[config.mk]
export PLATFORM = sky130hd
export DESIGN_NAME = lwkd_front
export DESIGN_NICKNAME = d
export VERILOG_FILES = /design/src/lwkd_pkg.sv /design/src/lwkd_front.sv
export SDC_FILE = /design/constraint.sdc
export NUM_CORES = 1
export LEC_CHECK = 0
export BUFFER_PORTS_ARGS = -buffer_cell sky130_fd_sc_hd__buf_2
export CORE_MARGIN = 3
export CORE_UTILIZATION = 47
export CTS_BUF_LIST = sky130_fd_sc_hd__clkbuf_8
export DETAILED_ROUTE_END_ITERATION = 12
export GPL_TIMING_DRIVEN = 1
export PLACE_DENSITY = 0.85
export SYNTH_ARGS = -nofsm -noshare
export SYNTH_HDL_FRONTEND = slang
export SYNTH_SLANG_ARGS = --single-unit
[constraint.sdc]
create_clock -name clock -period 1.3 [get_ports clock]
set_input_delay 0.26 -clock clock [delete_from_list [all_inputs] [get_ports clock]]
set_output_delay 0.26 -clock clock [all_outputs]
set_load 0.01 [all_outputs]
[src/lwkd_pkg.sv]
// Shared types and constants for the longest-window-with-k-distinct block.
// Used by lwkd_front, lwkd_back and longest_window_k_distinct; no dependencies.
package lwkd_pkg;

   localparam int WINDOW_DEPTH_DEF = 1024;
   localparam int SYM_W            = 8;
   localparam int SYM_VALUES       = 256;
   localparam int DIST_W           = 9;
   localparam int LONGEST_W        = 11;

   localparam logic [DIST_W-1:0] MAX_DISTINCT_RST = 9'd1;

   typedef struct packed {
      logic [SYM_W-1:0] symbol;
      logic             last;
   } lwkd_item_type;

   typedef struct packed {
      logic [LONGEST_W-1:0] longest;
      logic                 overflow;
   } lwkd_result_type;

endpackage

[src/lwkd_front.sv]
// Front end: accepts input beats into a two-entry queue that decouples
// the request port from the window engine. Depends on lwkd_pkg.
module lwkd_front (
   input  logic                   clock,
   input  logic                   reset,
   input  logic                   push,
   input  lwkd_pkg::lwkd_item_type push_item,
   output logic                   full,
   output logic                   item_valid,
   output lwkd_pkg::lwkd_item_type item,
   input  logic                   item_take
);

   lwkd_pkg::lwkd_item_type ent_ff [2];
   logic       wr_ptr_ff, wr_ptr_in;
   logic       rd_ptr_ff, rd_ptr_in;
   logic [1:0] cnt_ff, cnt_in;
   logic       push_ok;
   logic       pop_ok;

   assign full       = (cnt_ff == 2'd2);
   assign item_valid = (cnt_ff != 2'd0);
   assign item       = ent_ff[rd_ptr_ff];
   assign push_ok    = push & ~full;
   assign pop_ok     = item_take & item_valid;

   always_comb begin
      wr_ptr_in = push_ok ? ~wr_ptr_ff : wr_ptr_ff;
      rd_ptr_in = pop_ok ? ~rd_ptr_ff : rd_ptr_ff;
      unique case ({push_ok, pop_ok})
         2'b10:   cnt_in = cnt_ff + 2'd1;
         2'b01:   cnt_in = cnt_ff - 2'd1;
         default: cnt_in = cnt_ff;
      endcase
   end

   always_ff @(posedge clock) begin
      if (reset) begin
         wr_ptr_ff <= 1'b0;
         rd_ptr_ff <= 1'b0;
         cnt_ff    <= 2'd0;
      end else begin
         wr_ptr_ff <= wr_ptr_in;
         rd_ptr_ff <= rd_ptr_in;
         cnt_ff    <= cnt_in;
      end
   end

   always_ff @(posedge clock) begin
      if (push_ok) begin
         ent_ff[wr_ptr_ff] <= push_item;
      end
   end

endmodule

# Yosys cells after proc, flatten, opt, wreduce, memory -nomap -nowiden
# Memory sizes are Yosys's and may differ from the RTL's. A register that Yosys moved wholly into a read port is not among the register bits.
# Index checks and enable logic that the tools add are counted.
[op_classes] bitwise=5 magnitude_cmp=0 mux=5 multipliers=0 div_mod_pow=0 shifts=0 n_eq_ne=3 n_reduce_logical=2 n_addsub=2
[op_table] operator="$eq A2 B2 Y1 const B" count=2
[op_table] operator="$mux W1" count=4
[op_table] operator="$pmux W2 S2" count=1
[op_table] operator="$reduce_bool A2 Y1" count=2
[op_table] operator="$not A1 Y1" count=3
[op_table] operator="$add A2 B1 Y2 const B" count=1
[op_table] operator="$and A1 B1 Y1" count=2
[op_table] operator="$eq A2 B1 Y1 const B" count=1
[op_table] operator="$sub A2 B1 Y2 const B" count=1
[word_totals] output_inout_bits=11 romBits=0 input_bits=13 mem_count=1 latch_bits=0 register_bits=4 mem_bits_rw=18
[memory_table] memory="ent_ff" depth=2 width=9 rd=1 rd_clocked_by_memory_dff=1 write_ports=1 line_no="lwkd_front.sv:14" source="lwkd_pkg::lwkd_item_type ent_ff [2];"

# Longest topological paths before layout
[depth] ltp_word=5 ltp_mapped=6

# Least setup slack after synthesis
# Ideal clock, no wire load.
[synth_path] path_kind="flip-flop to flip-flop" from="register cnt_ff[0]" to="memory ent_ff[0][0] (netlist name), enable pin" period_less_slack_ns=1.437 arrival_ns=1.108 setup_time_ns=0.329 path_buffers=0 path_stages_with_launch=5 setup_slack_ns=-0.137 cell_sequence="dfxtp_1 > nand2b_2 > inv_2 > or3_1 > inv_1"
[synth_between] elab_chain_len=5
[synth_lines] item="start, declared" line_no="lwkd_front.sv:17" source="logic [1:0] cnt_ff, cnt_in;"
[synth_lines] item="start signal, assigned" line_no="lwkd_front.sv:45" source="cnt_ff <= cnt_in;"
[synth_lines] item="$eq A2 B2 Y1" line_no="lwkd_front.sv:21" source="assign full = (cnt_ff == 2'd2);"
[synth_lines] item="net full" line_no="lwkd_front.sv:8" source="output logic full,"
[synth_lines] item="$not A1 Y1" line_no="lwkd_front.sv:24" source="assign push_ok = push & ~full;"
[synth_lines] item="$and A1 B1 Y1" line_no="lwkd_front.sv:24"
[synth_lines] item="$mux W1" line_no="lwkd_front.sv:50" source="if (push_ok) begin"
[synth_lines] item="$mux W1 (implied by the code)" line_no="lwkd_front.sv:51" source="ent_ff[wr_ptr_ff] <= push_item;"
[synth_lines] item="end, declared" line_no="lwkd_front.sv:14"
# The timed path passes the listed nets, and every way through them passes these cells.

==> reports/metrics.csv <==
stage;metric;value;unit
placement;IO Port Bufs;23;
sta;TNS Setup;-1.86;ns
worst_setup_path;startpoint types;flip-flop;
synthesis;Cell variety after synth;18;
synthesis;Cells after Synth;54;
worst_hold_path;Hold Path Class;in -> reg;
placement;detailed-placement wirelength estimate;1120;um
final_layout;Diodes inserted;0;
synthesis;synth cell count leaders;18 x edfxtp_1, 9 x mux2_2, 5 x dfxtp_1;
worst_setup_path;critical-path maximum fanout;5;
status;outcome;finished with violations;
cts;CTS Buffer Depth;2;
worst_setup_path;CP required;1.04;ns
power;Power Dens Cells;2170;nW/um2
sta;Slew HR;80.9;%
cts;clk slew on worst S/H paths;0.08;ns
global_routing;total grt overflow;0;
sta;final cycle utilization of the critical path;114;%
synthesis;yosys warns;0;
global_routing;GRT Total Usage;19.8;%
synthesis;syn_area_per_cell;16.2;um2
cts;H-tree depth;1;
synthesis;top_reg_cell synth;edfxtp_1;
global_routing;first-pass GRT wire length;3300;um
detailed_routing;Iter 0 DRT Violations;18;
detailed_routing;WL met2;1150;um
synthesis;Synth Register Bits;23;
detailed_routing;vias;610;
global_routing;initial antenna violation count;0;
floorplanning;Cell Rows;14;
cts;worst skew pair latency;0.27;ns
detailed_routing;DRT antenna net count;0;
floorplanning;Die Height;49.1;um
synthesis;Yosys top cell area share;61.9;%
worst_setup_path;critical path data arrival time;1.23;ns
detailed_routing;wire length on met1;752;um
detailed_routing;drt drc;0;
cts;CTS Buf Count;3;
floorplanning;die area;2410;um2
synthesis;Synth Cell Area;873;um2
final_layout;non-filler cells, final;115;
worst_setup_path;slowest stage delay, CP;0.39;ns
placement;GP Congestion;0.662;
power;maximum VDD drop;1790;uV
detailed_routing;Detailed Route WL;2110;um
sta;Final WS setup;-0.186;ns
worst_setup_path;R2R Setup Slk;-0.15;ns
synthesis;largest cells by area after synthesis;edfxtp_1 62%, mux2_2 12%, dfxtp_1 11%, xnor2_1 2.0%, ha_1 1.4%;
cts;Root Driver;clkbuf_8;
sta;worst-margin pin slew;0.283;ns
cts;CTS tree;done;
synthesis;asr flop ratio synth;0;%
final_layout;fraction of layout instances using a drive strength above 1;63.7;%
synthesis;cell with the most instances after synthesis;edfxtp_1;
worst_setup_path;Critical path buffers and inverters;2;
floorplanning;Die X;49.1;um
sta;Clock Skew;0.00283;ns
worst_setup_path;crit path kind;reg -> out;
sta;RSZ-0062 raised after global routing;true;
synthesis;cell taking the most area after synthesis;edfxtp_1;
sta;Fin. Hold Viols;0;
synthesis;EDFF count, synth;18;
sta;Final Critical Period;1.49;ns
detailed_routing;WL/cell;18.3;um
floorplanning;core area;1630;um2
detailed_routing;Top Layer Used;met4;
synthesis;post-synthesis sequential area ratio;73.4;%
detailed_routing;drt pass-1 iters;4;
worst_setup_path;crit-path cells;buf_12 > mux2_4 > buf_6;
sta;# setup viols final;16;
synthesis;syn nets;68;
sta;fin. max-slew vios;0;
worst_setup_path;CP endpoint kind;primary output;
status;violated checks;setup timing;
final_layout;Area Growth Syn to Fin;52.9;%
detailed_routing;vias per cell;5.30;
placement;# placed instances;106;
floorplanning;Ports;24;
global_routing;largest net degree at the start of global routing;13;
floorplanning;initial core utilization;53.6;%
power;Pleak;0.546;nW
final_layout;nets;106;
sta;Fmax achieved;673;MHz
run;max cap viols;0;
cts;clk sinks;23;
worst_setup_path;slowest cell on the critical path;dfxtp_4;
detailed_routing;met3 WL post-DR;112;um
global_routing;vias in the first global route;629;
worst_setup_path;cell family with most CP delay;flip-flops;
==> where the power goes <==
part	switching (mW)	total [mW]	internal, mW
clock	0.231	0.442	0.211
combinational	0.529	1.40	0.869
sequential	0.0957	1.06	0.960
==> kinds of logic after synthesis <==
family	Yosys count	synth area share [%]
mux	9	11.6
xor+xnor	3	3.01
fa+ha+maj	1	1.43
compound gates	5	3.15
simple gates	9	5.59
flops	23	73.4
buf+inv	4	1.86
==> area by class of cell <==
class,count,area (um2)
clock buffer,3,41.3
clock inverter,1,3.75
fill,90,294
inverter,3,16.3
multi-input combinational,27,287
sequential,23,647
tap,24,30.0
timing repair buffer,33,303
timing repair inverter,1,7.51
==> state kept, by name, summed over array words and instances (netlist names), named ones only <==
name	flops
ent_ff	18
cnt_ff	2
rd_ptr_ff	1
wr_ptr_ff	1
==> cells in the final DEF (no fill, tap or decap), drive strengths merged <==
master     n
and3       1
or3        2
mux2       9
inv        4
edfxtp    18
or2        1
nand2      1
clkinvlp   1
xor2       1
o21ai      2
clkbuf     3
dfxtp      5
nand2b     1
buf       33
ha         1
o21a       1
a21oi      2
nor2       3
xnor2      2
==> timing repair <==
action | CTS | global route
setup buffers | 2 | 1
resized for setup | 31 | 7
pin swaps | 1 | 1
hold buffers | 0 | 0
cloned | 2 | 0
setup endpoints to repair | 22 | 31
==> worst register-to-register path: stages, from the launching register on <==
cell	delay, ns
dfxtp_2	0.36
o21a_1	0.22
ha_4	0.17
xnor2_1	0.13
or3_1	0.37
a21oi_2	0.14
==> final timing paths <==
check,from,depth (start not counted),endpoint
max,flip-flop,3,item[4]
min,push_item[4],1,ent_ff[1][4]
max reg2reg,cnt_ff[1],5,cnt_ff[1]
min reg2reg,rd_ptr_ff,2,rd_ptr_ff
==> through the flow <==
| step | power [mW] | utilization, % | hold WS, ns | area, um2 | setup WS (ns) |
|---|---|---|---|---|---|
| 4_1_cts | 2.76 | 79.6 | 0.180 | 1300 | -0.179 |
| 5_1_grt | 3.03 | 82.0 | 0.176 | 1340 | -0.213 |
| 6_report | 2.90 | 82.0 | 0.182 | 1340 | -0.186 |
| 3_3_place_gp | 1.82 | 66.0 | 0.448 | 1070 | -0.0229 |
| 3_5_place_dp | 1.88 | 66.0 | 0.452 | 1070 | -0.109 |
| 2_1_floorplan | 1.49 | - | 0.325 | 877 | -0.0304 |
==> metal layers <==
| metal | GRT usage (%) | vias to the layer above |
|---|---|---|
| li1 | - | 271 |
| met2 | 33.3 | 26 |
| met5 | 0 | - |
| met3 | 4.89 | 8 |
| met1 | 20.3 | 305 |
| met4 | 17.1 | 0 |
Power figures use the tool's default switching activity.
